[config.mk]
export PLATFORM = sky130hd
export DESIGN_NAME = vtpy_bam_conv
export DESIGN_NICKNAME = d
export VERILOG_FILES = /design/src/sv/vtpy_pkg.sv /design/src/sv/vtpy_bam_conv.sv
export SDC_FILE = /design/constraint.sdc
export NUM_CORES = 1
export LEC_CHECK = 0
export BUFFER_PORTS_ARGS = -buffer_cell sky130_fd_sc_hd__buf_4
export CORE_ASPECT_RATIO = 1.25
export CORE_MARGIN = 1.5
export CORE_UTILIZATION = 44
export CTS_CLUSTER_DIAMETER = 100
export DETAILED_ROUTE_END_ITERATION = 10
export GPL_TIMING_DRIVEN = 0
export SLEW_MARGIN = 10
export SYNTH_ARGS = -nofsm -noshare
export SYNTH_HDL_FRONTEND = slang
export SYNTH_SLANG_ARGS = --single-unit
[constraint.sdc]
create_clock -name aclk -period 5.4 [get_ports aclk]
set_input_delay 0.27 -clock aclk [delete_from_list [all_inputs] [get_ports aclk]]
set_output_delay 0.27 -clock aclk [all_outputs]
set_load 0.02 [all_outputs]
[src/sv/vtpy_pkg.sv]
package vtpy_pkg;

    localparam int GUARD_BITS     = 8;
    localparam int ATAN_ENTRIES   = 24;
    localparam int ANGLE_W        = 17;
    localparam int BAM_W          = 32;
    localparam int GAIN_W         = 18;
    localparam logic [GAIN_W-1:0] CORDIC_GAIN_Q16 = 18'd107923;
    localparam logic [BAM_W-1:0]  BAM_90  = 32'h4000_0000;
    localparam logic [BAM_W-1:0]  BAM_180 = 32'h8000_0000;
    localparam logic [BAM_W-1:0]  BAM_270 = 32'hC000_0000;
    localparam int FULL_TURN_DEGREES = 360;

    typedef logic [BAM_W-1:0] bam_t;

    localparam bam_t ATAN_BAM [0:ATAN_ENTRIES-1] = '{
        32'd536870912, 32'd316933406, 32'd167458907, 32'd85004756,
        32'd42667331,  32'd21354465,  32'd10679838,  32'd5340245,
        32'd2670163,   32'd1335087,   32'd667544,    32'd333772,
        32'd166886,    32'd83443,     32'd41722,     32'd20861,
        32'd10430,     32'd5215,      32'd2608,      32'd1304,
        32'd652,       32'd326,       32'd163,       32'd81
    };

    // flags that ride along with every item
    typedef struct packed {
        logic special;   // x and y both zero
        logic z_pos;     // z greater than zero
    } item_flags_t;

endpackage

[src/sv/vtpy_bam_conv.sv]
module vtpy_bam_conv
    import vtpy_pkg::*;
#(
    parameter int AFB = 8
) (
    input  logic               aclk,
    input  logic               aresetn,
    input  logic               en,
    input  logic               in_valid,
    input  bam_t               pitch_bam,
    input  bam_t               yaw_bam,
    input  item_flags_t        flags,
    output logic               out_valid,
    output logic [ANGLE_W-1:0] pitch_angle,
    output logic [ANGLE_W-1:0] yaw_angle
);

    localparam int FW = 9 + AFB;
    localparam int MW = BAM_W + FW;
    localparam logic [FW-1:0] FULL = FW'(FULL_TURN_DEGREES) << AFB;
    localparam logic [MW-1:0] HALF = MW'(64'h8000_0000);

    logic             valid_m_reg;
    logic [MW-1:0]    pitch_m_reg, yaw_m_reg;
    bam_t             pitch_sel, yaw_sel;
    logic [FW:0]      pitch_r, yaw_r;

    always_comb begin
        pitch_sel = pitch_bam;
        yaw_sel   = yaw_bam;
        if (flags.special) begin
            yaw_sel   = '0;
            pitch_sel = flags.z_pos ? BAM_270 : BAM_90;
        end
        pitch_r = (FW+1)'((pitch_m_reg + HALF) >> BAM_W);
        yaw_r   = (FW+1)'((yaw_m_reg + HALF) >> BAM_W);
    end

    always_ff @(posedge aclk) begin
        if (!aresetn) begin
            valid_m_reg <= 1'b0;
            out_valid   <= 1'b0;
        end else if (en) begin
            valid_m_reg <= in_valid;
            out_valid   <= valid_m_reg;
        end
    end

    always_ff @(posedge aclk) begin
        if (en) begin
            pitch_m_reg <= MW'(pitch_sel) * MW'(FULL);
            yaw_m_reg   <= MW'(yaw_sel) * MW'(FULL);
            // wrap a full turn to zero
            pitch_angle <= (pitch_r >= (FW+1)'(FULL)) ? '0 : ANGLE_W'(pitch_r);
            yaw_angle   <= (yaw_r >= (FW+1)'(FULL)) ? '0 : ANGLE_W'(yaw_r);
        end
    end

endmodule
==> results of run 1 <==
[Yosys cell counts (4+ instances only)]
cell type and count:
xnor2_1 74, o21a_1 7, xor2_1 61, buf_1 4
o21ai_0 20, nand4_1 12, and3_1 22, edfxtp_1 70
nor2_1 76, fa_1 86, nand2_1 70, nand3_1 25
and2_1 24, nor2b_1 52, inv_1 189, ha_1 124
a31oi_1 10, nand2b_1 4, nor3_1 9, a21o_1 27
a211oi_1 4, a31o_2 7, a21oi_1 49, clkbuf_1 11
[worst max-delay path by stage]
stage                         from                         to  slack, ps  depth (start not counted)
after CTS                 flags[1]    yaw_m_reg[48]$_DFFE_PP_         70                         19
after global placement    flags[1]    yaw_m_reg[48]$_DFFE_PP_       -940                         19
after global routing      flags[1]  pitch_m_reg[48]$_DFFE_PP_        100                         18
final                     flags[1]  pitch_m_reg[46]$_DFFE_PP_        480                         18
after detailed placement  flags[1]    yaw_m_reg[48]$_DFFE_PP_       -930                         19
after floorplan           flags[1]  pitch_m_reg[48]$_DFFE_PP_        580                         21
[critical path: cells and delay by family]
kind	cells	cell delay, ps
compound gates	4	720
xor+xnor	1	110
fa+ha+maj	3	1340
buf+inv	6	1310
simple gates	4	1220
[repair_timing]
action | CTS | global route
pin swaps | 0 | 0
endpoints found under the setup margin | 24 | 15
gates resized for setup | 8 | 1
[per-layer routing]
metal / vias up / share of wire / wire [µm] / global-route usage
met4: 0 / 0.013 / 264 / 0.0525
met5: - / 0 / 0 / 0
li1: 3831 / - / - / -
met3: 17 / 0.031 / 619 / 0.0189
met1: 3357 / 0.44 / 8930 / 0.222
met2: 125 / 0.51 / 10400 / 0.337
[power by group through the flow]
| stage | clock network [mW] | logic [mW] | registers [mW] |
|---|---|---|---|
| after global placement | 0 | 1.59 | 0.963 |
| after detailed placement | 0 | 1.61 | 0.971 |
| after global routing | 0.538 | 1.84 | 0.979 |
| after CTS | 0.513 | 1.62 | 0.961 |
| final | 0.496 | 1.60 | 0.960 |
| after floorplan | 0 | 1.11 | 1.03 |
[area by class of cell]
| cell class | instances | area, µm² |
|---|---|---|
| Fill cell | 2141 | 10900 |
| Buffer | 17 | 75.1 |
| Clock inverter | 1 | 3.75 |
| Multi-Input combinational cell | 816 | 7100 |
| Timing Repair Buffer | 104 | 781 |
| Sequential cell | 72 | 2140 |
| Inverter | 189 | 709 |
| Tap cell | 283 | 354 |
| Clock buffer | 15 | 248 |
[cells by family after synthesis]
group / Yosys count
muxes: 5
xor gates and xnor gates: 135
adders and majority gates: 213
and+or+nand+nor: 315
buffers and inverters: 207
DFF: 72
AOI/OAI and AO/OA: 148
[stage by stage]
stage	utilization	cell area, µm²	instances	power [mW]	TNS (ps)
finish	0.512	11400	1497	3.05	0
global route	0.512	11400	1497	3.36	0
floorplan	-	10000	1095	2.14	0
CTS	0.512	11400	1498	3.10	0
global placement	0.501	11200	1482	2.55	-16100
detailed placement	0.501	11200	1482	2.58	-15930
==> metrics.cfg, run 1 <==
[pwr]
power.internal_mw=1.88
power.leakage_nw=5.65
switching_share=0.385
comb_power_share=0.523
ir_drop_mv=0.244
pwr-share-clk=0.163
powerDensity_nw_per_um2=267
power.switching_mw=1.18
pwr-share-seq=0.315

[timing]
holdWs_ps=161
post-route-worst-setup-slack_ps=478
maxSlewHeadroom=0.427
max_freq_mhz=203
finalHoldViolations=0
finalSetupViolCount=0
finalClockSkew_ps=2.85
fin_crit_sh=0.911
rsz0062_at_grt=no
min_period_ps=4920
slew_viol_final=0
worst_slew_pin_slew_ps=860

[synth]
avgSynthCellArea_um2=9.15
synthMuxAreaShare=0.00524
synth_seq_cells=72
synthTopCellsByArea=edfxtp_1, fa_1, ha_1, inv_1, xnor2_1
synth-main-ff-cell=edfxtp_1
synth_fa_ha_area_frac=0.330
yosysSeqAreaShare=0.214
synth_edf_count=70
synth_compound_area_frac=0.0969
synth_cell_types=61
synth_top_area_cell=edfxtp_1
synthSimpleGateAreaFrac=0.158
syn_area_um2=10000
synthXorXnorAreaFrac=0.118
synthArstFlopShare=0
yosys_warnings=0
syn_inst=1095
synth_top_family_by_area=adder cells
netlist.area_leader.share=0.210
synth_nets=1375

[clock_network]
htreeDepth=3
post-cts-setup-buffers=0
clockRootBuffer=clkbuf_16
clock_latency_ps=330
cts_buffer_depth=2
clock_sinks=72
cts_tree=done
path_clk_slew_ps=50
numCtsBuffers=9
cts_hold_buf=0

[worst_setup_path]
crit_path_max_fanout=14
end_kind=flip-flop
critPathKind=primary input to flip-flop
reg2reg_from=pitch_m_reg[31]$_DFFE_PP_
critPathMaxStageDelay_ps=510
reg2reg_depth=12
cp.required_ps=5470
r2r-end=pitch_angle[8]$_SDFFCE_PP0P_
cp_slowest_cell=fa_1
crit_arrival_ps=4990
worst_setup_path_start_kind=primary input
crit_chain=buf_4 -> inv_1 -> clkbuf_2 -> clkbuf_2 -> nand3_1 -> fa_1 -> fa_1 -> inv_1 -> ha_1 -> a221oi_1 -> o21ai_0 -> or4b_1 -> nand2_2 -> a21oi_2 -> or3b_1 -> buf_2 -> a221oi_2 -> xnor2_1
reg2reg_slack_ps=2500

[floorplanning]
initial_utilization=0.450
core_region_area_um2=22300
row_count=61
dieArea_um2=23700
ios=105
die_w_um=138
fp.dieH_um=172

[route]
drtIter0Drc=226
routed-via-count=7330
post_drt_wl_per_cell_um=13.5
ant_nets=0
drc_errors=0
totalWireLength_um=20200
vias_per_cell=4.90
drtPass1Iterations=4

[place]
hpwl_um=17900
gp_congestion=0.877
numPortBuffers=104
dpl_worst_slack_ps=-928

[global_routing]
grt_pass1_vias=7464
grt_pass1_wl_um=34300
grt_usage=0.183
grt_max_degree=73
antenna_found_initial=0
global_route.overflow_total=0

[flow_run]
max_cap_viol_count=0

[layout]
final_common_cell=inv_1
area_delta_synth_final_pct=13.9
final_layout_size_suffix_gt1_frac=0.115
final_nets=1489
num_antenna_cells=0
final_cell_mix=inv_1, ha_1, buf_4

[hold_path]
min_from=aresetn
hp-class=primary input to flip-flop
worstHoldEndpoint=out_valid$_SDFFE_PN0P_
hold_path_depth=2

[status]
run_status=complete, no violations

No activity file was read; power rests on OpenSTA's default activity.
==> inputs of run 2 (changes only) <==
--- a/config.mk
+++ b/config.mk
@@ -12,6 +12,7 @@
 export CTS_CLUSTER_DIAMETER = 100
 export DETAILED_ROUTE_END_ITERATION = 10
 export GPL_TIMING_DRIVEN = 0
+export PLACE_DENSITY_LB_ADDON = 0.25
 export SLEW_MARGIN = 10
 export SYNTH_ARGS = -nofsm -noshare
 export SYNTH_HDL_FRONTEND = slang
==> run 2 against run 1 <==
Compared with the run above: clock skew increased by 1.6 ps; non-clock buffer count did not move; critical path depth unchanged; global-route usage down 0.42 points; clock-buffer cell count did not move.
==> metrics.cfg, run 2 (same netlist as run 1, synthesis figures left out) <==
[status]
run_status=complete, no violations

[floorplanning]
dieArea_um2=23700  ; unchanged
core_region_area_um2=22300  ; unchanged
fp.dieH_um=172  ; unchanged
die_w_um=138  ; unchanged
initial_utilization=0.450  ; unchanged
row_count=61  ; unchanged
ios=105  ; unchanged

[pwr]
switching_share=0.384  ; -0.00102
power.total_mw=3.05  ; -0.19%
powerDensity_nw_per_um2=267  ; -0.17%
ir_drop_mv=0.275  ; +13%
power.switching_mw=1.17  ; -0.46%
comb_power_share=0.524  ; about the same
power.internal_mw=1.88  ; about the same
pwr-share-clk=0.161  ; -0.002
power.leakage_nw=5.65  ; about the same
pwr-share-seq=0.315  ; about the same

[timing]
holdWs_ps=181  ; +19.5 ps
max_freq_mhz=206  ; +1.3%
setup_tns_ps=0  ; unchanged
finalHoldViolations=0  ; unchanged
fin_crit_sh=0.900  ; -0.0118
slew_viol_final=0  ; unchanged
worst_slew_pin_slew_ps=852  ; -7.44 ps
min_period_ps=4860  ; -63.5 ps
finalSetupViolCount=0  ; unchanged
finalClockSkew_ps=4.46  ; +1.61 ps
maxSlewHeadroom=0.432  ; +0.00496
rsz0062_at_grt=no

[global_routing]
grt_pass1_vias=7547  ; +1.1%
antenna_found_initial=0  ; unchanged
grt_max_degree=73  ; unchanged
grt_pass1_wl_um=33600  ; -1.9%
global_route.overflow_total=0  ; unchanged
grt_usage=0.178  ; -0.00423

[route]
drtIter0Drc=196  ; -13%
drtPass1Iterations=4  ; unchanged
routed-via-count=7435  ; +1.4%
totalWireLength_um=20000  ; -1.4%
ant_nets=0  ; unchanged
post_drt_wl_per_cell_um=13.3  ; -1.3%
drc_errors=0  ; unchanged
vias_per_cell=4.97  ; +1.5%

[hold_path]
min_from=aresetn
hp-class=primary input to flip-flop

[worst_setup_path]
reg2reg_from=pitch_m_reg[31]$_DFFE_PP_
crit_end=pitch_m_reg[48]$_DFFE_PP_
end_kind=flip-flop
worst_setup_path_start_kind=primary input
cp.required_ps=5460  ; about the same
r2r-end=pitch_angle[8]$_SDFFCE_PP0P_
worstSetupStartpoint=flags[1]
reg2reg_depth=12  ; unchanged
crit_path_max_fanout=14  ; unchanged
reg2reg_slack_ps=2440  ; -60 ps
crit_arrival_ps=4920  ; -70 ps
critPathKind=primary input to flip-flop

[layout]
final_common_cell=inv_1
num_antenna_cells=0  ; unchanged
final_nets=1489  ; unchanged
utilization=0.512  ; about the same
area_delta_synth_final_pct=13.9  ; about the same
final_layout_size_suffix_gt1_frac=0.117  ; +0.00174
final_cell_mix=inv_1, ha_1, buf_4
n_fill_cell=2171  ; +1.4%

[clock_network]
clockRootBuffer=clkbuf_16
clock_latency_ps=330  ; about the same
numCtsBuffers=9  ; unchanged
cts_hold_buf=0  ; unchanged
htreeDepth=3  ; unchanged
cts_tree=done
cts_buffer_depth=2  ; unchanged
post-cts-setup-buffers=0  ; unchanged
clock_sinks=72  ; unchanged
path_clk_slew_ps=50  ; about the same

[place]
numPortBuffers=104  ; unchanged
gp_congestion=0.903  ; +3.0%
hpwl_um=17600  ; -1.8%

[flow_run]
max_cap_viol_count=0  ; unchanged

==> run 2: worst min path at each step <==
stage          cells past startpoint  slack [ps]                      endpoint
3_3_place_gp                       2         500        out_valid$_SDFFE_PN0P_
2_1_floorplan                      0         380  pitch_angle[0]$_SDFFCE_PP0P_
5_1_grt                            2         180      valid_m_reg$_SDFFE_PN0P_
6_report                           2         180        out_valid$_SDFFE_PN0P_
3_5_place_dp                       2         510      valid_m_reg$_SDFFE_PN0P_
4_1_cts                            2         180      valid_m_reg$_SDFFE_PN0P_
==> run 2: cell type report <==
cell class | instances | area [µm²] | share of cell area
Sequential cell | 72 | 2140 | 0.188
Clock buffer | 15 | 248 | 0.0217
Multi-Input combinational cell | 816 | 7100 | 0.622
Timing Repair Buffer | 104 | 781 | 0.0684
Inverter | 189 | 709 | 0.0622
Tap cell | 283 | 354 | 0.0310
Buffer | 17 | 76.3 | 0.00669
==> run 2: through the flow <==
step           worst slack (ps)  instance area (µm²)  std cells
4_1_cts                   -19.4                11400       1497
3_3_place_gp               -899                11200       1482
6_report                    541                11400       1496
2_1_floorplan               585                10000       1095
3_5_place_dp               -876                11200       1482
5_1_grt                     177                11400       1496
==> run 2: repair_timing <==
action	4_1_cts	5_1_grt
endpoints found under the hold margin	0	0
resized for setup	6	6
setup endpoints to repair	21	15
==> run 2: critical path, cell delays in order <==
cell and delay [ps]:
buf_4 180, inv_2 170, clkbuf_2 310, buf_2 360, nand3_1 220, fa_1 510
fa_1 520, inv_1 40, ha_1 330, a221oi_1 260, o21ai_0 120, or4b_1 520
nand2_2 120, a21oi_2 70, or3b_1 370, buf_2 160, o2111ai_1 240, o311ai_2 130
==> run 2: power groups by stage <==
| stage | clock network, mW | logic [mW] | registers [mW] |
|---|---|---|---|
| after global placement | 0 | 1.58 | 0.963 |
| after floorplan | 0 | 1.11 | 1.03 |
| after detailed placement | 0 | 1.61 | 0.970 |
| final | 0.489 | 1.60 | 0.959 |
| after CTS | 0.502 | 1.62 | 0.959 |
| after global routing | 0.525 | 1.84 | 0.979 |
==> run 2: metal layers <==
layer	vias to the layer above	part of all wire	track usage
met2	132	0.52	0.336
met1	3449	0.44	0.214
met3	18	0.029	0.0141
met5	-	0	0
li1	3836	-	-
met4	0	0.016	0.0498
