==> config.mk <==
export PLATFORM = sky130hd
export DESIGN_NAME = vtpy_cordic_stage
export DESIGN_NICKNAME = d
export VERILOG_FILES = /design/src/sv/vtpy_pkg.sv /design/src/sv/vtpy_cordic_stage.sv
export SDC_FILE = /design/constraint.sdc
export NUM_CORES = 1
export LEC_CHECK = 0
export BUFFER_PORTS_ARGS = -buffer_cell sky130_fd_sc_hd__buf_4
export CAP_MARGIN = 10
export CORE_MARGIN = 8
export CORE_UTILIZATION = 56
export DETAILED_ROUTE_END_ITERATION = 16
export GPL_TIMING_DRIVEN = 1
export PLACE_DENSITY_LB_ADDON = 0.2
export SETUP_SLACK_MARGIN = 0.5
export SYNTH_ARGS = -nofsm -noshare
export SYNTH_HDL_FRONTEND = slang
export SYNTH_SLANG_ARGS = --single-unit
export TNS_END_PERCENT = 20
==> constraint.sdc <==
create_clock -name aclk -period 4.5 [get_ports aclk]
set_clock_uncertainty 0.1 [all_clocks]
set_input_delay 1.125 -clock aclk [delete_from_list [all_inputs] [get_ports aclk]]
set_output_delay 1.125 -clock aclk [all_outputs]
set_load 0.02 [all_outputs]
==> src/sv/vtpy_pkg.sv <==
package vtpy_pkg;

    localparam int GUARD_BITS     = 8;
    localparam int ATAN_ENTRIES   = 24;
    localparam int ANGLE_W        = 17;
    localparam int BAM_W          = 32;
    localparam int GAIN_W         = 18;
    localparam logic [GAIN_W-1:0] CORDIC_GAIN_Q16 = 18'd107923;
    localparam logic [BAM_W-1:0]  BAM_90  = 32'h4000_0000;
    localparam logic [BAM_W-1:0]  BAM_180 = 32'h8000_0000;
    localparam logic [BAM_W-1:0]  BAM_270 = 32'hC000_0000;
    localparam int FULL_TURN_DEGREES = 360;

    typedef logic [BAM_W-1:0] bam_t;

    localparam bam_t ATAN_BAM [0:ATAN_ENTRIES-1] = '{
        32'd536870912, 32'd316933406, 32'd167458907, 32'd85004756,
        32'd42667331,  32'd21354465,  32'd10679838,  32'd5340245,
        32'd2670163,   32'd1335087,   32'd667544,    32'd333772,
        32'd166886,    32'd83443,     32'd41722,     32'd20861,
        32'd10430,     32'd5215,      32'd2608,      32'd1304,
        32'd652,       32'd326,       32'd163,       32'd81
    };

    // flags that ride along with every item
    typedef struct packed {
        logic special;   // x and y both zero
        logic z_pos;     // z greater than zero
    } item_flags_t;

endpackage

==> src/sv/vtpy_cordic_stage.sv <==
module vtpy_cordic_stage
    import vtpy_pkg::*;
#(
    parameter int W     = 36,
    parameter int SHIFT = 0,
    parameter int SBW   = 2
) (
    input  logic                aclk,
    input  logic                aresetn,
    input  logic                en,
    input  logic                in_valid,
    input  logic signed [W-1:0] x_in,
    input  logic signed [W-1:0] y_in,
    input  bam_t                ang_in,
    input  logic [SBW-1:0]      side_in,
    output logic                out_valid,
    output logic signed [W-1:0] x_out,
    output logic signed [W-1:0] y_out,
    output bam_t                ang_out,
    output logic [SBW-1:0]      side_out
);

    logic signed [W-1:0] xs, ys;

    assign xs = x_in >>> SHIFT;
    assign ys = y_in >>> SHIFT;

    always_ff @(posedge aclk) begin
        if (!aresetn) begin
            out_valid <= 1'b0;
        end else if (en) begin
            out_valid <= in_valid;
        end
    end

    // rotate toward y = 0
    always_ff @(posedge aclk) begin
        if (en) begin
            side_out <= side_in;
            if (!y_in[W-1]) begin
                x_out   <= x_in + ys;
                y_out   <= y_in - xs;
                ang_out <= ang_in + ATAN_BAM[SHIFT];
            end else begin
                x_out   <= x_in - ys;
                y_out   <= y_in + xs;
                ang_out <= ang_in - ATAN_BAM[SHIFT];
            end
        end
    end

endmodule

==> reports/qor.txt, run 1 <==
Flip-flop and latch count after synthesis -> 106
Detailed Place HPWL -> 26500 um
Crit start category -> input pin
Die Y -> 148 um
Gate count of the mapped netlist -> 1105
Final routed wire length divided by cell count -> 21.3 um
Core outline area -> 17200 um2
Count of antenna diodes in the layout -> 0
H-tree depth reported by CTS -> 3
Final critical delay including setup and external delays -> 3950 ps
Reg2Reg Setup Slack -> 3800 ps
Final number of hold-violating endpoints -> 0
Maximum root-to-sink buffer count -> 2
Required time of the critical path -> 4510 ps
Seq/Total Area, Yosys -> 0.325
Critical Path End Type -> flip-flop
WHS Path Cells -> 2
Area occupied by multi-input gates -> 5920 um2
Layer carrying the most global-route usage -> met2
Top cell type's share of synthesized area -> 0.323
Cell types occupying the most area after synthesis -> edfxtp_1 (32%), ha_1 (14%), a21oi_1 (6.6%), xnor2_1 (5.9%), inv_1 (4.2%)
Initial core utilization -> 0.568
Worst-case headroom to the max-slew limit -> 0.503
Post-route core utilization -> 0.701
Worst hold path class -> reg2reg
F_max -> 0.253 GHz
GR Overflow Total -> 0
Number of detailed-route iterations in the first pass -> 6
Hold Path Origin -> out_valid
Number of clock sinks -> 106
Number of max-cap violations -> 0
Clock latency of the later-clocked register in the worst-skew pair -> 360 ps
Global routing usage summed across all routing layers -> 0.294
Cell type with the highest aggregate area in the netlist -> edfxtp_1
DRC violations left -> 0
Category of the critical setup timing path -> in2reg
Total power draw -> 0.00368 W
End point of the most critical hold path -> out_valid
Setup Buffers After CTS -> 0
Post-CTS Hold Fix Bufs -> 0
Highest ir drop seen on vdd -> 0.237 mV
Post-route design area -> 12000 um2
# resized after CTS -> 1
Clock buffers created by TritonCTS -> 9
Port Buffers -> 216
Boundary Pins -> 217
Final period util -> 0.877
CTS root buffer -> clkbuf_16
Primary flip-flop cell chosen by synthesis mapping -> edfxtp_1
Fraction of final layout cells sized beyond drive strength 1 -> 0.235
Yosys synthesis warning count -> 0
Clock tree from TritonCTS -> done
RSZ-0062 raised after global routing -> true
Slew at the pin closest to its max-slew limit -> 726 ps
Met2 Track Usage GR -> 0.477
Setup TNS after final layout -> 0 ps
Final-report max-slew violation count -> 0
Antenna Nets Post-Route -> 0
Wire length of the first global-routing pass -> 51300 um
Area growth from synthesis to layout -> 23.4%
Die footprint -> 21900 um2
Count of flip-flops with a built-in enable after synthesis -> 105
Async S/R FF share, synth -> 0
Post-synth design cell area -> 9750 um2
Clock transition at the register clock pins on the worst setup and hold paths after CTS -> 80 ps
Max Fanout on Critical Path -> 11
GR Util met3 -> 0.0587
Ordered cell list for the critical path -> buf_4 > inv_1 > ha_1 > nor2b_1 > o21ai_0 > nand2_1 > or3_1 > o21a_1 > a211oi_1 > o21bai_1 > xnor2_1
R2R cell count -> 2
Most used standard cells in the synthesized netlist -> a21oi_1 (129), inv_1 (108), ha_1 (107), edfxtp_1 (105), nor2_1 (76)
DRT iter0 DRCs -> 992
Count of standard-cell rows -> 48
Post-DR vias/cell -> 6.09
Pleak -> 5.30 nW
RR Startpoint -> out_valid
Mean instance size in the synthesized netlist -> 8.83 um2
Pin count of the biggest net entering global routing -> 63
Chip width -> 148 um
Dpl cell area -> 11700 um2
Routability congestion estimate -> 0.992
Initial antenna violation count -> 0
Terminus of the critical flop-to-flop path -> out_valid
Met1 capacity usage during global routing -> 0.387
Crit-path slowest cell -> ha_1
Area taken by flip-flops and latches -> 3170 um2
Distinct cell type count after synthesis -> 83
Mapped Nets -> 1326
CP max stage delay -> 550 ps
Total Routed Length -> 33100 um
Count of fill cells added during filler insertion -> 1403
Setup-violating endpoint count in the final report -> 0
Arr. time, crit path -> 3950 ps
Vias after detailed routing -> 9453
Library cell with the highest instance count after synthesis -> a21oi_1
Power density over cell area -> 305 nW/um2
Final net count -> 1542
Result of the run -> complete, no violations
Via count of the first global-routing pass -> 9346
[metrics by stage]
step                cells  hold WS, ps  worst slack [ps]
floorplan            1105          489               835
finish               1551          439               552
global placement     1535          403               128
detailed placement   1535          432              94.6
global route         1551          452               450
CTS                  1551          443               546
[how the worst max path moves through the flow]
stage	from	to
after CTS	x_in[5]	y_out[33]
final	x_in[16]	y_out[29]
after floorplan	x_in[0]	y_out[32]
after detailed placement	x_in[7]	y_out[33]
after global routing	x_in[0]	x_out[34]
after global placement	x_in[7]	y_out[33]
[cells by family after synthesis]
logic type,share of synthesized area
compound gates,0.240
buf+inv,0.0704
flops,0.325
xor+xnor,0.0637
fa+ha+maj,0.145
mux,0.0219
simple gates,0.133
[layout make-up]
cell class | instances | share of cell area
well taps | 225 | 0.0234
clock buffers | 10 | 0.0190
flip-flops and latches | 106 | 0.264
clock inverters | 6 | 0.00509
repair buffers | 255 | 0.160
multi-input cells | 832 | 0.492
inverters | 117 | 0.0373
[metal layers]
layer  vias to the layer above  part of all wire
met5                         -                 0
met4                         0             0.025
met3                        53             0.090
met2                       514              0.46
met1                      4493              0.42
li1                       4393                 -
[power by group]
group	internal [W]	switching [W]	total, W
clock network	0.000391	0.000415	0.000806
logic	0.000619	0.000941	0.00156
registers	0.00127	0.0000410	0.00131
[flip-flops by register name, indices dropped and copies added (netlist names)]
signal     flops
side_out       2
ang_out       32
x_out         36
out_valid      1
y_out         35
[cell usage in the layout (no fill, tap or decap), drive strengths merged, types with 14 or more instances in the layout]
master	count
inv	118
nand3	16
ha	107
buf	255
xnor2	66
nor2	76
a21oi	134
edfxtp	105
a21o	18
nor3	21
nor2b	14
nand2	61
mux2i	18
o21ai	83
a211oi	15
nand4	20
o21bai	26
[worst max-delay path: cells and delay by family]
family,cells,cell delay [ps]
AO/OA/AOI/OAI,4,1380
XOR/XNOR,1,150
buffers and inverters,2,130
AND/OR/NAND/NOR,3,630
adder cells (fa/ha/maj),1,550
Power figures use the tool's default switching activity.
==> run 2, diff against run 1 <==
--- a/config.mk
+++ b/config.mk
@@ -6,9 +6,9 @@
 export NUM_CORES = 1
 export LEC_CHECK = 0
 export BUFFER_PORTS_ARGS = -buffer_cell sky130_fd_sc_hd__buf_4
-export CAP_MARGIN = 10
 export CORE_MARGIN = 8
-export CORE_UTILIZATION = 56
+export CORE_UTILIZATION = 57
+export CTS_BUF_LIST = sky130_fd_sc_hd__clkbuf_4 sky130_fd_sc_hd__clkbuf_8
 export DETAILED_ROUTE_END_ITERATION = 16
 export GPL_TIMING_DRIVEN = 1
 export PLACE_DENSITY_LB_ADDON = 0.2
==> reports/qor.txt, run 2 (synthesis results as in run 1) <==
Required time of the critical path -> 4560 ps (+50 ps)
Most used cells in the layout excluding fill and tap cells -> buf_4 (254), a21oi_1 (129), inv_1 (108), ha_1 (105), edfxtp_1 (105)
Critical Path End -> y_out[33]
First element of the critical path -> x_in[7]
DRT iter0 DRCs -> 1227 (+24%)
F_max -> 0.256 GHz (+1.1%)
# resized after CTS -> 0 (-1)
Regs by FF count -> x_out: 36 flops, y_out: 35 flops, ang_out: 32 flops
Initial antenna violation count -> 1 (+1)
Antenna Nets Post-Route -> 0 (unchanged)
Final number of hold-violating endpoints -> 0 (unchanged)
Max reg flops -> 36 (unchanged)
H-tree depth reported by CTS -> 3 (unchanged)
Arr. time, crit path -> 3970 ps (+20 ps)
Slew at the pin closest to its max-slew limit -> 845 ps (+118 ps)
GR Overflow Total -> 0 (unchanged)
Final-report max-slew violation count -> 0 (unchanged)
Die footprint -> 21600 um2 (-1.6%)
Port Buffers -> 216 (unchanged)
Clock transition at the register clock pins on the worst setup and hold paths after CTS -> 110 ps (+30 ps)
R2R cell count -> 2 (unchanged)
Maximum root-to-sink buffer count -> 2 (unchanged)
Setup-violating endpoint count in the final report -> 0 (unchanged)
Category of the critical setup timing path -> in2reg
RSZ-0062 raised after global routing -> true
Area growth from synthesis to layout -> 22.3%
Via count of the first global-routing pass -> 9241 (-1.1%)
Count of standard-cell rows -> 48 (unchanged)
Die Y -> 147 um (-0.79%)
Number of instances in the placed design -> 1535 (unchanged)
Crit start category -> input pin
Routability congestion estimate -> 0.970 (-2.2%)
Number of clock sinks -> 106 (unchanged)
Total Routed Length -> 32500 um (-1.7%)
Pin count of the biggest net entering global routing -> 64 (+1.6%)
Core outline area -> 17000 um2 (-1.0%)
Setup TNS after final layout -> 0 ps (unchanged)
Reg2Reg Setup Slack -> 3800 ps (about the same)
Worst-case headroom to the max-slew limit -> 0.437 (-0.0664)
Most common library cell in the layout ignoring fill and taps -> buf_4
Slack of the critical path -> 593 ps (+41.2 ps)
Clock latency of the later-clocked register in the worst-skew pair -> 390 ps (+30 ps)
Final routed wire length divided by cell count -> 21.0 um (-1.7%)
Register containing the most flip-flops in the final layout -> x_out
Clock buffers created by TritonCTS -> 9 (unchanged)
Wire length of the first global-routing pass -> 50700 um (-1.2%)
Result of the run -> complete, no violations
Count of fill cells added during filler insertion -> 1400 (-0.21%)
Fraction of final layout cells sized beyond drive strength 1 -> 0.235 (unchanged)
Boundary Pins -> 217 (unchanged)
Vias after detailed routing -> 9555 (+1.1%)
CTS root buffer -> clkbuf_8
Clock tree from TritonCTS -> done
Count of non-filler cells in the finished layout -> 1551 (unchanged)
Power density over cell area -> 292 nW/um2 (-4.4%)
Hold Path Origin -> out_valid
Critical Path End Type -> flip-flop
DRC violations left -> 0 (unchanged)
Final period util -> 0.868 (-0.00916)
Post-route core utilization -> 0.702 (+0.000880)
Setup Buffers After CTS -> 0 (unchanged)
Terminus of the critical flop-to-flop path -> out_valid
Final critical delay including setup and external delays -> 3910 ps (-41.2 ps)
Count of antenna diodes in the layout -> 0 (unchanged)
Final net count -> 1542 (unchanged)
Detailed Place HPWL -> 25900 um (-2.3%)
Initial core utilization -> 0.574 (+0.00602)
Post-CTS Hold Fix Bufs -> 0 (unchanged)
Post-place setup slack -> 185 ps (+90.8 ps)
RR Startpoint -> out_valid
Highest ir drop seen on vdd -> 0.205 mV (-14%)
Number of detailed-route iterations in the first pass -> 5 (-1)
Max Fanout on Critical Path -> 12 (+1)
Global routing usage summed across all routing layers -> 0.291 (-0.00291)
Pleak -> 5.27 nW (-0.71%)
Chip width -> 147 um (-0.79%)
Number of max-cap violations -> 0 (unchanged)
Post-DR vias/cell -> 6.16 (+1.1%)
Worst hold path class -> reg2reg
run 2: final cells by class:
class,instances,area (um2),share of cell area
multi-input combinational,832,5910,0.495
sequential,106,3170,0.266
timing repair buffer,255,1930,0.162
inverter,117,449,0.0377
tap,225,282,0.0236
clock buffer,10,131,0.0110
clock inverter,6,62.6,0.00524
run 2: per-layer routing:
layer  vias to the layer above  part of all wire  global-route usage
met5                         -           0.00040                   0
met2                       610              0.46               0.463
met3                        94              0.11              0.0637
li1                       4392                 -                   -
met4                         2             0.030              0.0958
met1                      4457              0.41               0.385
run 2: worst min-delay path by stage:
stage	to	slack, ps	cells after the start
global placement	out_valid	400	2
finish	out_valid	440	2
detailed placement	out_valid	420	2
global route	out_valid	440	2
CTS	out_valid	440	2
floorplan	out_valid	490	2
run 2: through the flow:
stage	hold slack (ps)	total power [W]	instance area, um2
after floorplan	489	0.00225	9750
after global placement	404	0.00285	11700
after detailed placement	423	0.00286	11700
after CTS	441	0.00347	11900
after global routing	445	0.00364	11900
final	439	0.00348	11900
run 2: worst max-delay path, stage by stage:
cell and delay [ps]:
buf_4 90, inv_1 40, ha_2 450, nand2_1 110, or3_1 450, a21oi_2 310
o21ai_1 190, a21boi_1 270, o21ai_1 250, o221a_1 300, xnor2_1 130, mux2_2 270
run 2: power breakdown:
group	switching [W]	internal, W	leakage [nW]
Combinational	0.000939	0.000618	4.13
Sequential	0.0000402	0.00127	1.04
Clock	0.000395	0.000222	0.0991
Total	0.00137	0.00211	5.27
==> run 3, diff against run 2 <==
--- a/config.mk
+++ b/config.mk
@@ -5,13 +5,14 @@
 export SDC_FILE = /design/constraint.sdc
 export NUM_CORES = 1
 export LEC_CHECK = 0
-export BUFFER_PORTS_ARGS = -buffer_cell sky130_fd_sc_hd__buf_4
+export BUFFER_PORTS_ARGS = -buffer_cell sky130_fd_sc_hd__buf_2
 export CORE_MARGIN = 8
 export CORE_UTILIZATION = 57
 export CTS_BUF_LIST = sky130_fd_sc_hd__clkbuf_4 sky130_fd_sc_hd__clkbuf_8
 export DETAILED_ROUTE_END_ITERATION = 16
 export GPL_TIMING_DRIVEN = 1
 export PLACE_DENSITY_LB_ADDON = 0.2
+export RECOVER_POWER = 100
 export SETUP_SLACK_MARGIN = 0.5
 export SYNTH_ARGS = -nofsm -noshare
 export SYNTH_HDL_FRONTEND = slang
==> reports/qor.txt, run 3 (synthesis results as in run 1) <==
Result of the run -> finished, violations left
Violated checks -> max-capacitance violations, max-slew violations
Regs by FF count -> x_out: 36 flops, y_out: 35 flops, ang_out: 32 flops
Arr. time, crit path -> 4130 ps (+160 ps)
Fraction of final layout cells sized beyond drive strength 1 -> 0.146 (-0.0893)
Clock share of power -> 0.182 (+0.005)
Critical Path End Type -> flip-flop
Number of clock sinks -> 106 (unchanged)
Clock latency of the later-clocked register in the worst-skew pair -> 400 ps (about the same)
Power density over cell area -> 296 nW/um2 (+1.3%)
Maximum root-to-sink buffer count -> 2 (unchanged)
Via count of the first global-routing pass -> 9175 (-0.71%)
Final period util -> 0.907 (+0.0390)
Final-report max-slew violation count -> 70 (+70)
Detailed Place HPWL -> 25300 um (-2.2%)
Number of max-cap violations -> 1 (+1)
Count of fill cells added during filler insertion -> 1551 (+11%)
CP max stage delay -> 590 ps (+140 ps)
Final net count -> 1545 (+0.19%)
RSZ-0062 raised after global routing -> false
Largest delay contributor family on the critical path -> compound AO/OA/AOI/OAI gates
Vias after detailed routing -> 9430 (-1.3%)
Register containing the most flip-flops in the final layout -> x_out
Total power draw -> 0.00331 W (-4.9%)
Max Fanout on Critical Path -> 9 (-3)
CTS root buffer -> clkbuf_8
Switching portion of total power -> 0.407 (+0.0122)
Initial antenna violation count -> 0 (-1)
Wire length of the first global-routing pass -> 49800 um (-1.7%)
Most common library cell in the layout ignoring fill and taps -> a21oi_1
Area occupied by multi-input gates -> 5870 um2 (-0.59%)
GR Overflow Total -> 0 (unchanged)
# resized after CTS -> 0 (unchanged)
Required time of the critical path -> 4540 ps (-20 ps)
Pleak -> 4.77 nW (-9.5%)
Ordered cell list for the critical path -> buf_2 > inv_1 > ha_1 > buf_4 > or2b_1 > o2111ai_1 > nand3_2 > a21oi_1 > o31ai_4 > a311oi_1 > or4_1 > a31oi_1 > xnor2_1
Pin count of the biggest net entering global routing -> 70 (+9.4%)
Worst hold path class -> reg2reg
Initial core utilization -> 0.574 (unchanged)
Chip width -> 147 um (unchanged)
Most used cells in the layout excluding fill and tap cells -> a21oi_1 (130), clkbuf_1 (113), inv_1 (108), ha_1 (107), edfxtp_1 (105)
Crit-path slowest cell -> a21oi_1
Part of the total power dissipated in combinational logic -> 0.422 (-0.025)
Clock tree from TritonCTS -> done
Worst-case headroom to the max-slew limit -> -0.201 (-0.638)
Count of non-filler cells in the finished layout -> 1554 (+0.19%)
Final routed wire length divided by cell count -> 20.3 um (-3.0%)
Boundary Pins -> 217 (unchanged)
Count of antenna diodes in the layout -> 0 (unchanged)
Post-CTS Hold Fix Bufs -> 0 (unchanged)
Crit start category -> input pin
Share of power burned in registers -> 0.395 (+0.019)
Area taken by flip-flops and latches -> 3170 um2 (unchanged)
Met2 Wirelength -> 14000 um (-5.9%)
Switching power -> 0.00135 W (-1.9%)
Count of standard-cell rows -> 48 (unchanged)
Setup-violating endpoint count in the final report -> 0 (unchanged)
Max reg flops -> 36 (unchanged)
Setup TNS after final layout -> 0 ps (unchanged)
Buf+Inv Stages, Crit Path -> 3 (+1)
Total Routed Length -> 31600 um (-2.8%)
H-tree depth reported by CTS -> 3 (unchanged)
Antenna Nets Post-Route -> 0 (unchanged)
Post-Route M1 WL -> 13300 um (+0.73%)
Final number of hold-violating endpoints -> 0 (unchanged)
Post-DR vias/cell -> 6.07 (-1.5%)
Internal -> 0.00197 W (-6.8%)
Final critical delay including setup and external delays -> 4080 ps (+175 ps)
DRC violations left -> 0 (unchanged)
Number of detailed-route iterations in the first pass -> 6 (+1)
Setup Buffers After CTS -> 0 (unchanged)
Port Buffers -> 216 (unchanged)
Slew at the pin closest to its max-slew limit -> 1800 ps (+956 ps)
DRT iter0 DRCs -> 1029 (-16%)
Core outline area -> 17000 um2 (unchanged)
Area growth from synthesis to layout -> 14.9%
Die Y -> 147 um (unchanged)
Highest ir drop seen on vdd -> 0.158 mV (-23%)
Clock buffers created by TritonCTS -> 9 (unchanged)
Die footprint -> 21600 um2 (unchanged)
F_max -> 0.245 GHz (-4.3%)
Number of instances in the placed design -> 1538 (+0.20%)
Top routing layer used -> met4
Category of the critical setup timing path -> in2reg
Routability congestion estimate -> 0.991 (+2.1%)
Global routing usage summed across all routing layers -> 0.287 (-0.00442)
Met3 layer wire length in the routed design -> 3270 um (-5.1%)
Clock transition at the register clock pins on the worst setup and hold paths after CTS -> 100 ps (about the same)
==> run 3: cell types whose count changed in the layout (fill, tap and decap cells not counted), sizes merged <==
cell	delta
buf	-113
clkbuf	+116
clkinv	-1
inv	+1
==> run 3: layer usage <==
metal,vias to the layer above,track usage
met5,-,0
met4,0,0.0963
met3,74,0.0658
met2,573,0.452
met1,4378,0.380
li1,4405,-
==> run 3: cell type report <==
| type | count | area share |
|---|---|---|
| clock buffer | 10 | 0.0117 |
| sequential | 106 | 0.283 |
| timing repair buffer | 258 | 0.111 |
| clock inverter | 6 | 0.00514 |
| multi-input combinational | 832 | 0.524 |
| tap | 225 | 0.0251 |
| inverter | 117 | 0.0401 |
==> run 3: metrics by stage <==
stage | hold WS, ps | worst slack, ps | util | instance area (um2)
after floorplan | 489 | 835 | - | 9750
after global placement | 397 | 309 | 0.660 | 11200
after detailed placement | 411 | 326 | 0.660 | 11200
after CTS | 433 | 751 | 0.671 | 11400
after global routing | 448 | 278 | 0.659 | 11200
final | 434 | 417 | 0.659 | 11200
==> run 3: path summary, 6_finish.rpt <==
check                  from   endpoint  slack (ps)  cells past startpoint
hold / removal    out_valid  out_valid         430                      2
setup reg to reg  out_valid  out_valid        3780                      2
hold reg to reg   out_valid  out_valid         430                      2
setup / recovery    x_in[3]  y_out[32]         420                     13
==> run 3: worst min-delay path, stage by stage, from the launching register on <==
cell and delay [ps]:
dfxtp_1 320, mux2i_1 120, nor2b_1 60
==> run 3: power groups by stage <==
stage / logic, W / registers [W] / clock network (W)
6_report: 0.00140 / 0.00131 / 0.000604
5_1_grt: 0.00151 / 0.00132 / 0.000646
4_1_cts: 0.00143 / 0.00131 / 0.000616
3_5_place_dp: 0.00142 / 0.00133 / 0
3_3_place_gp: 0.00141 / 0.00132 / 0
2_1_floorplan: 0.000741 / 0.00151 / 0
