`config.mk`:
```
export PLATFORM = sky130hd
export DESIGN_NAME = vtpy_prep
export DESIGN_NICKNAME = d
export VERILOG_FILES = /design/src/sv/vtpy_pkg.sv /design/src/sv/vtpy_prep.sv
export SDC_FILE = /design/constraint.sdc
export NUM_CORES = 1
export LEC_CHECK = 0
export ABC_CLOCK_PERIOD_IN_PS = 6150
export BUFFER_PORTS_ARGS = -buffer_cell sky130_fd_sc_hd__buf_4
export CAP_MARGIN = 25
export CORE_MARGIN = 2
export CORE_UTILIZATION = 61
export CTS_BUF_LIST = sky130_fd_sc_hd__clkbuf_8
export CTS_CLUSTER_SIZE = 24
export DETAILED_ROUTE_END_ITERATION = 16
export GPL_TIMING_DRIVEN = 0
export PLACE_DENSITY = 0.84
export SETUP_SLACK_MARGIN = 0.02
export SYNTH_ARGS = -nofsm -noshare
export SYNTH_HDL_FRONTEND = slang
export SYNTH_SLANG_ARGS = --single-unit
```
`constraint.sdc`:
```
create_clock -name aclk -period 6.15 [get_ports aclk]
set_clock_uncertainty 0.05 [all_clocks]
set_input_delay 0.3075 -clock aclk [delete_from_list [all_inputs] [get_ports aclk]]
set_output_delay 0.3075 -clock aclk [all_outputs]
set_load 0.03 [all_outputs]
```
`src/sv/vtpy_pkg.sv`:
```
package vtpy_pkg;

    localparam int GUARD_BITS     = 8;
    localparam int ATAN_ENTRIES   = 24;
    localparam int ANGLE_W        = 17;
    localparam int BAM_W          = 32;
    localparam int GAIN_W         = 18;
    localparam logic [GAIN_W-1:0] CORDIC_GAIN_Q16 = 18'd107923;
    localparam logic [BAM_W-1:0]  BAM_90  = 32'h4000_0000;
    localparam logic [BAM_W-1:0]  BAM_180 = 32'h8000_0000;
    localparam logic [BAM_W-1:0]  BAM_270 = 32'hC000_0000;
    localparam int FULL_TURN_DEGREES = 360;

    typedef logic [BAM_W-1:0] bam_t;

    localparam bam_t ATAN_BAM [0:ATAN_ENTRIES-1] = '{
        32'd536870912, 32'd316933406, 32'd167458907, 32'd85004756,
        32'd42667331,  32'd21354465,  32'd10679838,  32'd5340245,
        32'd2670163,   32'd1335087,   32'd667544,    32'd333772,
        32'd166886,    32'd83443,     32'd41722,     32'd20861,
        32'd10430,     32'd5215,      32'd2608,      32'd1304,
        32'd652,       32'd326,       32'd163,       32'd81
    };

    // flags that ride along with every item
    typedef struct packed {
        logic special;   // x and y both zero
        logic z_pos;     // z greater than zero
    } item_flags_t;

endpackage

```
`src/sv/vtpy_prep.sv`:
```
module vtpy_prep
    import vtpy_pkg::*;
#(
    parameter int CW = 24,
    parameter int W  = CW + 12
) (
    input  logic                aclk,
    input  logic                aresetn,
    input  logic                en,
    input  logic                in_valid,
    input  logic signed [CW-1:0] dir_x,
    input  logic signed [CW-1:0] dir_y,
    input  logic signed [CW-1:0] dir_z,
    output logic                out_valid,
    output logic signed [W-1:0] x_out,
    output logic signed [W-1:0] y_out,
    output logic signed [W-1:0] zs_out,
    output bam_t                ang_out,
    output item_flags_t         flags_out
);

    localparam int PW = CW + GAIN_W;
    localparam int NW = PW + GUARD_BITS + 1;

    logic                valid_a_reg;
    logic signed [W-1:0] x_a_reg, y_a_reg;
    bam_t                ang_a_reg;
    logic signed [PW-1:0] prod_a_reg;
    item_flags_t         flags_a_reg;

    logic signed [W-1:0] x_ext, y_ext, x_a_next, y_a_next;
    logic signed [PW-1:0] prod_a_next;
    logic signed [NW-1:0] zs_wide;
    logic signed [W-1:0] zs_next;

    always_comb begin
        x_ext = W'(dir_x) <<< GUARD_BITS;
        y_ext = W'(dir_y) <<< GUARD_BITS;
        if (dir_x < 0) begin
            x_a_next = -x_ext;
            y_a_next = -y_ext;
        end else begin
            x_a_next = x_ext;
            y_a_next = y_ext;
        end
        prod_a_next = PW'(dir_z) * $signed({1'b0, CORDIC_GAIN_Q16[GAIN_W-2:0]});
        zs_wide = -(NW'(prod_a_reg) <<< GUARD_BITS) + NW'(32768);
        zs_next = W'(zs_wide >>> 16);
    end

    always_ff @(posedge aclk) begin
        if (!aresetn) begin
            valid_a_reg <= 1'b0;
            out_valid   <= 1'b0;
        end else if (en) begin
            valid_a_reg <= in_valid;
            out_valid   <= valid_a_reg;
        end
    end

    always_ff @(posedge aclk) begin
        if (en) begin
            x_a_reg           <= x_a_next;
            y_a_reg           <= y_a_next;
            ang_a_reg         <= (dir_x < 0) ? BAM_180 : '0;
            prod_a_reg        <= prod_a_next;
            flags_a_reg.special <= (dir_x == '0) && (dir_y == '0);
            flags_a_reg.z_pos <= (dir_z > 0);
            x_out             <= x_a_reg;
            y_out             <= y_a_reg;
            ang_out           <= ang_a_reg;
            zs_out            <= zs_next;
            flags_out         <= flags_a_reg;
        end
    end

endmodule

```
==> impl_metrics.tcl, run 1 <==
set metrics [dict create \
    clock-sinks 197 \
    synth_adder_area_share_pct 31.5 \
    worstSetupEndpointType "flip-flop" \
    floorplan.die_area_um2 27100 \
    synth_warnings 0 \
    fill_cells 1734 \
    ir_drop_mv 0.368 \
    die_x_um 165 \
    detail_route.drc_violations 0 \
    leakage_nw 8.35 \
    synth.mux.area_fraction_pct 0.446 \
    synthCells 1375 \
    number_of_flip_flops_in_the_largest_register 42 \
    drt_first_iter_violations 879 \
    floorplan.initialDensity_pct 62.2 \
    primary_ff_master_synth "sky130_fd_sc_hd__edfxtp_1" \
    run_status "finished, final reports clean" \
    whs_endpoint "prod_a_reg[0]" \
    maxClockFrequency_ghz 0.174 \
    synth_edf_count 195 \
    insertion_delay_ps 480 \
    seq_area_frac_synth_pct 37.5 \
    timing.rr.end "zs_out[33]" \
    power_density_cells_nw_per_um2 549 \
    postLayoutCellArea_um2 18100 \
    drive_above_1_share_pct 16.6 \
    fin_cells 1964 \
    viasPerCell 5.31 \
    hold_crit_class "primary input to flip-flop" \
    via_count_of_the_first_global_routing_pass 10600 \
    worst-path-max-fanout 7 \
    vias 10400 \
    dominant_combinational_cell_family_by_area_after_synthesis "adder cells" \
    max-clock-path-buffers 2 \
    flow.area_growth_from_synthesis_pct 15.2 \
    synth_xor_xnor_area_share_pct 6.91 \
    grt_max_degree 105 \
    worstPathArrival_ps 5940 \
    final-max-slew-violation-count 0 \
    boundaryPins 219 \
    wirelength_um 32000 \
    fin_worst_hold_slack_ps 42.1 \
    asr_flop_ratio_synth_pct 0 \
    post-place-cells 1927 \
    timing.critical_path.required_ps 6330 \
    post_drt_wl_per_cell_um 16.3 \
    finalNetCount 2004 \
    tightestPinTransition_ps 701 \
    grt_setup_unrepaired "no" \
    synth-simple-area-share_pct 6.46 \
    netlist-cell-type-count 64 \
    maxSlewHeadroom_pct 53.3 \
    global_placement_routability_congestion 0.937 \
    hold_viol 0 \
    std_cell_rows 58 \
    synth_compound_area_share_pct 7.34 \
    timing.final.crit_share_pct 93.6 \
    postSynthRegisterBits 197 \
    timing.reg2reg.worst_path_depth 10 \
    fp.coreArea_um2 25300 \
    timing_worst_setup_path_type "primary input to flip-flop" \
    cts_buffers 17 \
    drtAntennaViolNets 0 \
    cts.root.buffer_cell "sky130_fd_sc_hd__clkbuf_8" \
    placedInstanceArea_um2 17600 \
    die_height_um 165 \
    tritoncts "built" \
    hold-path-cell-count 1 \
    dr.pass1.iters 5 \
    maxCapViolations 0 \
    post-dp-hpwl_um 26300 \
    gr-usage-all-layers_pct 24.2 \
    finalCriticalPeriod_ps 5760 \
    worst-r2r-setup-slack_ps 2690 \
    start_kind "primary input" \
    syn-cell-area_um2 15700 \
    r2r-start "prod_a_reg[2]" \
    htree_levels 4 \
    antenna_found_initial 0 \
    timing.hold.worst.start "dir_z[0]" \
    place.port_buffers 171 \
    synth_area_per_cell_um2 11.4 \
    timing.final.setup_violations 0 \
    diodes 0 \
    grt_first_pass_wirelength_um 51000 \
    overflow 0 \
    cts.reportedPaths.clkPinSlew_ps 110 \
]
==> Yosys cell counts, drive strengths merged (4+ instances only) <==
library cell	count	area share, %
o21bai	4	0.19
nor4	13	0.56
edfxtp	195	37
nor2b	8	0.32
nand2	62	1.5
xnor2	103	5.7
o21ai	52	1.7
a21oi	44	1.4
a21o	16	0.76
nor3	18	0.68
inv	296	7.1
o31ai	15	0.72
nor2	34	0.81
a211oi	4	0.19
o21a	6	0.29
xor2	21	1.2
nand4	7	0.28
nand3	11	0.43
buf	50	2.3
nand2b	7	0.33
clkbuf	18	0.43
a31oi	11	0.44
or4	10	0.50
o41ai	8	0.45
mux2i	7	0.45
fa	147	19
ha	160	13
and3	7	0.28
==> kinds of logic (layout without fill, tap and decap cells) <==
group,Yosys count,after routing
fa+ha+maj,307,307
flops,197,197
mux,7,7
buf+inv,364,573
xor+xnor,124,124
simple gates,192,192
compound gates,183,183
other cells,1,51
==> cell usage in the layout, fill, tap and decap left out, types with 4 or more instances in the layout <==
cell type                       netlist  routed
sky130_fd_sc_hd__nor2b_1              8       8
sky130_fd_sc_hd__clkinv_8             0       4
sky130_fd_sc_hd__o41ai_1              8       8
sky130_fd_sc_hd__a21o_1              16      16
sky130_fd_sc_hd__buf_4               48     220
sky130_fd_sc_hd__nor2_1              34      34
sky130_fd_sc_hd__inv_6                0       6
sky130_fd_sc_hd__a21oi_1             44      44
sky130_fd_sc_hd__clkbuf_1            18      17
sky130_fd_sc_hd__mux2i_1              7       7
sky130_fd_sc_hd__inv_1              296     295
sky130_fd_sc_hd__xor2_1              21      21
sky130_fd_sc_hd__nand2b_1             6       6
sky130_fd_sc_hd__dlygate4sd3_1        0       4
sky130_fd_sc_hd__a211oi_1             4       4
sky130_fd_sc_hd__clkbuf_8             0      17
sky130_fd_sc_hd__nand3_1             10      10
sky130_fd_sc_hd__or4_1                9       9
sky130_fd_sc_hd__conb_1               1      51
sky130_fd_sc_hd__nor3_1              16      16
sky130_fd_sc_hd__and3_1               7       7
sky130_fd_sc_hd__o21ai_0             52      52
sky130_fd_sc_hd__o21a_1               6       6
sky130_fd_sc_hd__fa_1               147     147
sky130_fd_sc_hd__o21bai_1             4       4
sky130_fd_sc_hd__nand2_1             62      62
sky130_fd_sc_hd__xnor2_1            103     103
sky130_fd_sc_hd__edfxtp_1           195     195
sky130_fd_sc_hd__a31oi_1             11      10
sky130_fd_sc_hd__o31ai_1             15      14
sky130_fd_sc_hd__nand4_1              7       7
sky130_fd_sc_hd__nor4_1              12      12
sky130_fd_sc_hd__ha_1               160     160
==> how the worst max path moves through the flow <==
stage,start,end,slack (ps),cells after the start
CTS,dir_z[23],prod_a_reg[41],40,21
floorplan,dir_z[23],prod_a_reg[41],420,20
detailed placement,dir_z[23],prod_a_reg[41],-470,21
finish,dir_z[10],prod_a_reg[41],390,23
global route,dir_z[10],prod_a_reg[41],50,23
global placement,dir_z[23],prod_a_reg[41],-400,21
==> cell type report <==
cell class / instances / area [µm²] / area share, %
plain buffers: 67 / 433 / 2.39
clock buffers: 17 / 234 / 1.29
clock inverters: 15 / 176 / 0.974
inverters: 296 / 1110 / 6.15
multi-input cells: 864 / 8470 / 46.8
flip-flops and latches: 197 / 5900 / 32.5
well taps: 330 / 413 / 2.28
repair buffers: 178 / 1370 / 7.58
==> power by group <==
group	switching, mW	leakage, nW	internal (mW)
Combinational	3.92	6.23	2.87
Sequential	0.155	1.92	2.17
Clock	0.516	0.205	0.315
==> layer usage <==
layer  part of all wire, %  up-vias  track usage [%]
met3                   8.1       49             4.45
met5                     0        -                0
met4                   1.7        0             6.36
met1                    42     4996             32.2
li1                      -     4962                -
met2                    48      421             41.4
==> per-stage QoR <==
stage / power (mW) / util, % / TNS [ps] / setup WS (ps)
6_report: 9.95 / 71.7 / 0 / 393
5_1_grt: 10.9 / 71.7 / 0 / 52.8
4_1_cts: 9.87 / 71.6 / 0 / 39.1
3_5_place_dp: 9.00 / 69.8 / -2440 / -469
3_3_place_gp: 8.80 / 69.7 / -1770 / -400
2_1_floorplan: 7.49 / - / 0 / 418
==> worst max-delay path: stages <==
cell and delay, ps:
sky130_fd_sc_hd__buf_4 140, sky130_fd_sc_hd__inv_1 80, sky130_fd_sc_hd__ha_1 380, sky130_fd_sc_hd__inv_1 90
sky130_fd_sc_hd__fa_1 500, sky130_fd_sc_hd__inv_1 50, sky130_fd_sc_hd__fa_1 490, sky130_fd_sc_hd__fa_1 550
sky130_fd_sc_hd__inv_1 50, sky130_fd_sc_hd__fa_1 500, sky130_fd_sc_hd__fa_1 540, sky130_fd_sc_hd__inv_1 40
sky130_fd_sc_hd__ha_1 270, sky130_fd_sc_hd__clkbuf_1 180, sky130_fd_sc_hd__a21oi_1 230, sky130_fd_sc_hd__o21ai_0 170
sky130_fd_sc_hd__a221o_1 320, sky130_fd_sc_hd__a21oi_1 180, sky130_fd_sc_hd__nor2b_1 80, sky130_fd_sc_hd__a31oi_1 190
sky130_fd_sc_hd__o21ai_0 200, sky130_fd_sc_hd__a211oi_1 310, sky130_fd_sc_hd__xnor2_1 100
==> timing repair <==
action,CTS,global route
hold endpoints to repair,5,0
hold buffers,4,0
setup endpoints to repair,0,8
buffers inserted,0,2
resized for setup,0,3
(Power assumes the default switching activity.)
==> inputs of run 2 (changes only) <==
Settings changed: CORE_UTILIZATION 61 to 55, PLACE_DENSITY 0.84 to 0.77.
==> run 2 against run 1 <==
  * Global-route usage is 1.9 points lower
  * Sequential power hardly changed
  * Via count is 2.4% lower
  * Final cell count is 2.3% higher
  * Total power is 0.67% higher
  * Routed wire length is 0.58% higher
  * Utilization is 6.6 points lower
  * Non-clock buffer count is 2 lower
  * Sequential share of layout area is 0.15 points lower
  * Critical path depth stayed put
  * Count of clock-buffer cells in the layout stayed put
  * Highest routed layer unchanged
==> impl_metrics.tcl, run 2 (synthesized netlist as in run 1, its figures left out) <==
set metrics [dict create \
    maxClockFrequency_ghz 0.173 \
    fin_worst_hold_slack_ps 38.5 \
    post_drt_wl_per_cell_um 16.0 \
    fp.coreArea_um2 27900 \
    drt_first_iter_violations 594 \
    die_height_um 173 \
    leakage_nw 8.37 \
    vias 10200 \
    boundaryPins 219 \
    worstPathArrival_ps 5940 \
    critPathTopFamily "adder cells" \
    die_x_um 173 \
    hold_viol 0 \
    cts_buffers 17 \
    insertion_delay_ps 470 \
    final_common_cell "sky130_fd_sc_hd__inv_1" \
    final-max-slew-violation-count 0 \
    timing.reg2reg.worst_path_depth 10 \
    critical-path-max-stage-delay_ps 540 \
    global_placement_routability_congestion 0.924 \
    grt_max_degree 135 \
    timing.rr.end "zs_out[33]" \
    grt_first_pass_wirelength_um 52800 \
    layout.area.seq_um2 5900 \
    antenna_found_initial 0 \
    ir_drop_mv 0.329 \
    maxCapViolations 0 \
    floorplan.initialDensity_pct 56.3 \
    worstSetupEndpointType "flip-flop" \
    timing.final.setup_violations 0 \
    path_cells "buf_4 -> inv_1 -> ha_1 -> inv_1 -> fa_1 -> inv_1 -> fa_1 -> fa_1 -> inv_1 -> fa_1 -> fa_1 -> inv_1 -> ha_1 -> clkbuf_1 -> a21oi_1 -> o21ai_0 -> a221o_1 -> a21oi_1 -> nor2b_1 -> a31oi_1 -> o21ai_0 -> a211oi_2 -> xnor2_1" \
    detail_route.drc_violations 0 \
    clock-sinks 197 \
    finalNetCount 2002 \
    diodes 0 \
    timing_worst_setup_path_type "primary input to flip-flop" \
    worst-r2r-setup-slack_ps 2700 \
    overflow 0 \
    timing.critical_path.required_ps 6330 \
    dr.pass1.iters 5 \
    power_density_cells_nw_per_um2 550 \
    fill_cells 2201 \
    critPathBufInv 7 \
    gr-usage-all-layers_pct 22.3 \
    hold-path-cell-count 1 \
    maxSlewHeadroom_pct 56.9 \
    finalCriticalPeriod_ps 5760 \
    wirelength_um 32100 \
    max-clock-path-buffers 2 \
    cts.root.buffer_cell "sky130_fd_sc_hd__clkbuf_8" \
    worst-path-max-fanout 7 \
    viasPerCell 5.06 \
    post-dp-hpwl_um 26800 \
    whs_endpoint "prod_a_reg[0]" \
    grt_setup_unrepaired "no" \
    htree_levels 4 \
    std_cell_rows 61 \
    tightestPinTransition_ps 640 \
    final_cell_mix "295 x sky130_fd_sc_hd__inv_1, 219 x sky130_fd_sc_hd__buf_4, 195 x sky130_fd_sc_hd__edfxtp_1" \
    hold_crit_class "primary input to flip-flop" \
    flow.area_growth_from_synthesis_pct 15.8 \
    drtAntennaViolNets 0 \
    number_of_flip_flops_in_the_largest_register 42 \
    timing.final.crit_share_pct 93.7 \
    run_status "finished, final reports clean" \
    place.port_buffers 171 \
    timing.hold.worst.start "dir_z[0]" \
    fin_total_pwr_mw 10.0 \
    via_count_of_the_first_global_routing_pass 10700 \
    cts.reportedPaths.clkPinSlew_ps 100 \
    crit_slowest_cell "sky130_fd_sc_hd__fa_1" \
    floorplan.die_area_um2 29900 \
    start_kind "primary input" \
    drive_above_1_share_pct 16.7 \
    r2r-start "prod_a_reg[2]" \
    multi_input_area_um2 8480 \
    tritoncts "built" \
]
[run 2: changes by cell type in the layout (fill, tap and decap cells not counted), sizes merged]
cell | before | now
buf | 224 | 222
clkinvlp | 1 | 2
dlygate4sd3 | 4 | 3
clkbuf | 34 | 35
clkinv | 5 | 4
inv | 305 | 302
bufinv | 0 | 3
[run 2: worst max-delay path by stage]
stage / from / end / slack, ps / depth (start not counted)
after global placement: dir_z[23] / prod_a_reg[41] / -440 / 21
after global routing: dir_z[2] / prod_a_reg[41] / 30 / 23
after detailed placement: dir_z[23] / prod_a_reg[41] / -520 / 21
after CTS: dir_z[23] / prod_a_reg[41] / 180 / 21
final: dir_z[11] / prod_a_reg[41] / 390 / 23
after floorplan: dir_z[23] / prod_a_reg[41] / 420 / 20
[run 2: final cells by class]
class | instances | area share (%)
flip-flops and latches | 197 | 32.4
clock inverters | 15 | 1.16
well taps | 378 | 2.60
repair buffers | 176 | 7.45
inverters | 296 | 6.13
multi-input cells | 864 | 46.6
plain buffers | 67 | 2.39
clock buffers | 17 | 1.29
[run 2: metal layers]
| metal | track usage [%] | vias to the layer above | routed length, µm |
|---|---|---|---|
| li1 | - | 4946 | - |
| met1 | 28.7 | 4859 | 13900 |
| met2 | 38.8 | 339 | 15900 |
| met3 | 3.98 | 32 | 1850 |
| met4 | 6.43 | 0 | 538 |
| met5 | 0 | - | 0 |
[run 2: what timing repair did]
action,CTS,global route
resized for setup,1,4
hold endpoints to repair,4,0
hold buffers,3,0
setup buffers,1,0
endpoints found under the setup margin,1,7
[run 2: power by group]
part / total, mW / switching (mW) / internal [mW] / leakage (nW)
clock: 0.897 / 0.475 / 0.422 / 0.222
combinational: 6.79 / 3.93 / 2.87 / 6.22
sequential: 2.32 / 0.152 / 2.17 / 1.92
[run 2: metrics by stage]
step | setup TNS, ps | std cells | setup slack, ps | utilization [%] | area [µm²]
global placement | -2060 | 1974 | -436 | 63.2 | 17700
finish | 0 | 2010 | 386 | 65.1 | 18200
CTS | 0 | 2011 | 184 | 65.1 | 18200
floorplan | 0 | 1425 | 418 | - | 15900
detailed placement | -2690 | 1975 | -522 | 63.4 | 17700
global route | 0 | 2010 | 26.6 | 65.1 | 18200
==> inputs of run 3 (changes only) <==
Settings changed: REMOVE_ABC_BUFFERS from default to 1.
==> run 3 against run 2 <==
  * Sequential power barely moved
  * Sequential cell count stayed put
  * Sequential share of layout area up 0.80 points
  * Setup slack lost 57 ps
  * Via count is 2.4% lower
  * Count of clock-buffer cells in the layout rose by 1
  * Fmax down 0.97%
  * Largest cell class unchanged
  * Largest power group unchanged
==> impl_metrics.tcl, run 3 (synthesized netlist as in run 1, its figures left out) <==
set metrics [dict create \
    p_clk_share_pct 8.9 \
    viasPerCell 5.11 \
    tritoncts "built" \
    fin_total_pwr_mw 9.90 \
    boundaryPins 219 \
    timing.final.setup_violations 0 \
    post-dp-hpwl_um 25500 \
    via_count_of_the_first_global_routing_pass 10200 \
    post_drt_wl_per_cell_um 15.8 \
    pwr-share-seq_pct 23.5 \
    fp.coreArea_um2 27900 \
    worstPathArrival_ps 5990 \
    drtAntennaViolNets 0 \
    overflow 0 \
    drive_above_1_share_pct 14.2 \
    htree_levels 4 \
    timing.critical_path.required_ps 6320 \
    max-clock-path-buffers 2 \
    grt_max_degree 127 \
    grt_setup_unrepaired "no" \
    std_cell_rows 61 \
    gr-usage-all-layers_pct 21.2 \
    antenna_found_initial 0 \
    maxSlewHeadroom_pct 55.4 \
    cts.root.buffer_cell "sky130_fd_sc_hd__clkbuf_8" \
    run_status "finished, final reports clean" \
    worst-path-max-fanout 5 \
    floorplan.die_area_um2 29900 \
    power.switching_mw 4.45 \
    final-max-slew-violation-count 0 \
    dr.pass1.iters 8 \
    fill_cells 2222 \
    worst_path_most_repeated_cell "sky130_fd_sc_hd__fa_1" \
    final_cell_mix "295 x sky130_fd_sc_hd__inv_1, 195 x sky130_fd_sc_hd__edfxtp_1, 171 x sky130_fd_sc_hd__buf_4" \
    drt_first_iter_violations 649 \
    utilization_pct 63.6 \
    power_density_cells_nw_per_um2 558 \
    flow.area_growth_from_synthesis_pct 13.0 \
    critical-path-max-stage-delay_ps 620 \
    multi_input_area_um2 8470 \
    number_of_flip_flops_in_the_largest_register 42 \
    grt_first_pass_wirelength_um 50500 \
    power.share.combinational_pct 67.6 \
    worstSetupEndpointType "flip-flop" \
    ir_drop_mv 0.306 \
    place.port_buffers 171 \
    path_cells "buf_4 -> ha_1 -> inv_1 -> fa_1 -> inv_1 -> fa_1 -> fa_1 -> fa_1 -> inv_1 -> fa_1 -> inv_1 -> ha_1 -> and3_1 -> nand3_1 -> o31ai_1 -> a31oi_1 -> o21ai_0 -> a21oi_1 -> xnor2_1" \
    vias 9934 \
    critPathBufInv 5 \
    tightestPinTransition_ps 663 \
    timing.final.crit_share_pct 94.6 \
    internal_power_mw 5.45 \
    global_placement_routability_congestion 0.922 \
    finalCriticalPeriod_ps 5820 \
    wirelength_um 30800 \
    hold_viol 0 \
    timing.setup.tns_ps 0 \
    die_x_um 173 \
    final_common_cell "sky130_fd_sc_hd__inv_1" \
    crit_slowest_cell "sky130_fd_sc_hd__fa_1" \
    diodes 0 \
    detail_route.drc_violations 0 \
    maxCapViolations 0 \
    finalNetCount 1936 \
    clock-sinks 197 \
    critPathTopFamily "adder cells" \
    die_height_um 173 \
    cts.reportedPaths.clkPinSlew_ps 100 \
    floorplan.initialDensity_pct 56.3 \
    layout.area.seq_um2 5900 \
    start_kind "primary input" \
    cts_buffers 17 \
    timing_worst_setup_path_type "primary input to flip-flop" \
    power_switching_share_pct 45.0 \
    hold_crit_class "primary input to flip-flop" \
    leakage_nw 8.08 \
    maxClockFrequency_ghz 0.172 \
    insertion_delay_ps 470 \
]
==> run 3: cell count changes in the layout (fill, tap and decap cells not counted), moves of 2 or more <==
cell / before / now
sky130_fd_sc_hd__buf_4: 219 / 171
sky130_fd_sc_hd__clkinv_2: 0 / 2
sky130_fd_sc_hd__inv_8: 6 / 3
sky130_fd_sc_hd__clkbuf_1: 17 / 0
==> run 3: area by class of cell <==
class	count	area share (%)
well taps	378	2.66
clock inverters	14	1.09
flip-flops and latches	197	33.2
inverters	296	6.28
clock buffers	18	1.40
repair buffers	177	7.69
multi-input cells	864	47.7
==> run 3: stage by stage <==
stage | instance area (µm²) | cells | hold slack (ps) | setup WS (ps)
after floorplan | 15500 | 1357 | 350 | 645
after global placement | 17200 | 1906 | 351 | -230
after detailed placement | 17300 | 1907 | 355 | -261
after CTS | 17700 | 1943 | 37.2 | 233
after global routing | 17800 | 1944 | 58.7 | 25.9
final | 17800 | 1944 | 71.1 | 329
==> run 3: per-layer routing <==
layer / vias to the layer above / global-route usage [%] / share of wire, %
li1: 4816 / - / -
met1: 4835 / 29.2 / 46
met2: 259 / 35.4 / 48
met3: 24 / 3.06 / 4.7
met4: 0 / 5.47 / 1.4
met5: - / 0 / 0
==> run 3: timing repair <==
action	4_1_cts	5_1_grt
setup buffers	0	1
hold endpoints to repair	5	0
hold buffers	4	0
setup endpoints to repair	0	4
gates resized for setup	0	2
==> run 3: final timing paths <==
check                                    from             end  slack (ps)  cells past startpoint
worst max-delay path                 dir_z[7]  prod_a_reg[37]         330                     19
worst max register to register  prod_a_reg[3]      zs_out[33]        2710                      9
worst min-delay path                 in_valid     valid_a_reg          70                      3
worst min register to register    y_a_reg[28]       y_out[28]         370                      0
==> run 3: power by group through the flow <==
stage | logic [mW] | registers (mW) | clock network (mW)
3_3_place_gp | 6.46 | 2.34 | 0
6_report | 6.69 | 2.32 | 0.885
2_1_floorplan | 4.91 | 2.54 | 0
4_1_cts | 6.65 | 2.33 | 0.913
5_1_grt | 7.59 | 2.36 | 0.953
3_5_place_dp | 6.60 | 2.36 | 0
==> run 3: worst reg2reg max path, stage by stage (launching register included) <==
cell	delay, ps
sky130_fd_sc_hd__edfxtp_1	390
sky130_fd_sc_hd__nor4_1	310
sky130_fd_sc_hd__a21boi_0	270
sky130_fd_sc_hd__nor4_1	520
sky130_fd_sc_hd__and4bb_4	400
sky130_fd_sc_hd__nand3_4	120
sky130_fd_sc_hd__or4b_1	640
sky130_fd_sc_hd__nand2b_4	210
sky130_fd_sc_hd__nor3_4	190
sky130_fd_sc_hd__xnor2_1	90
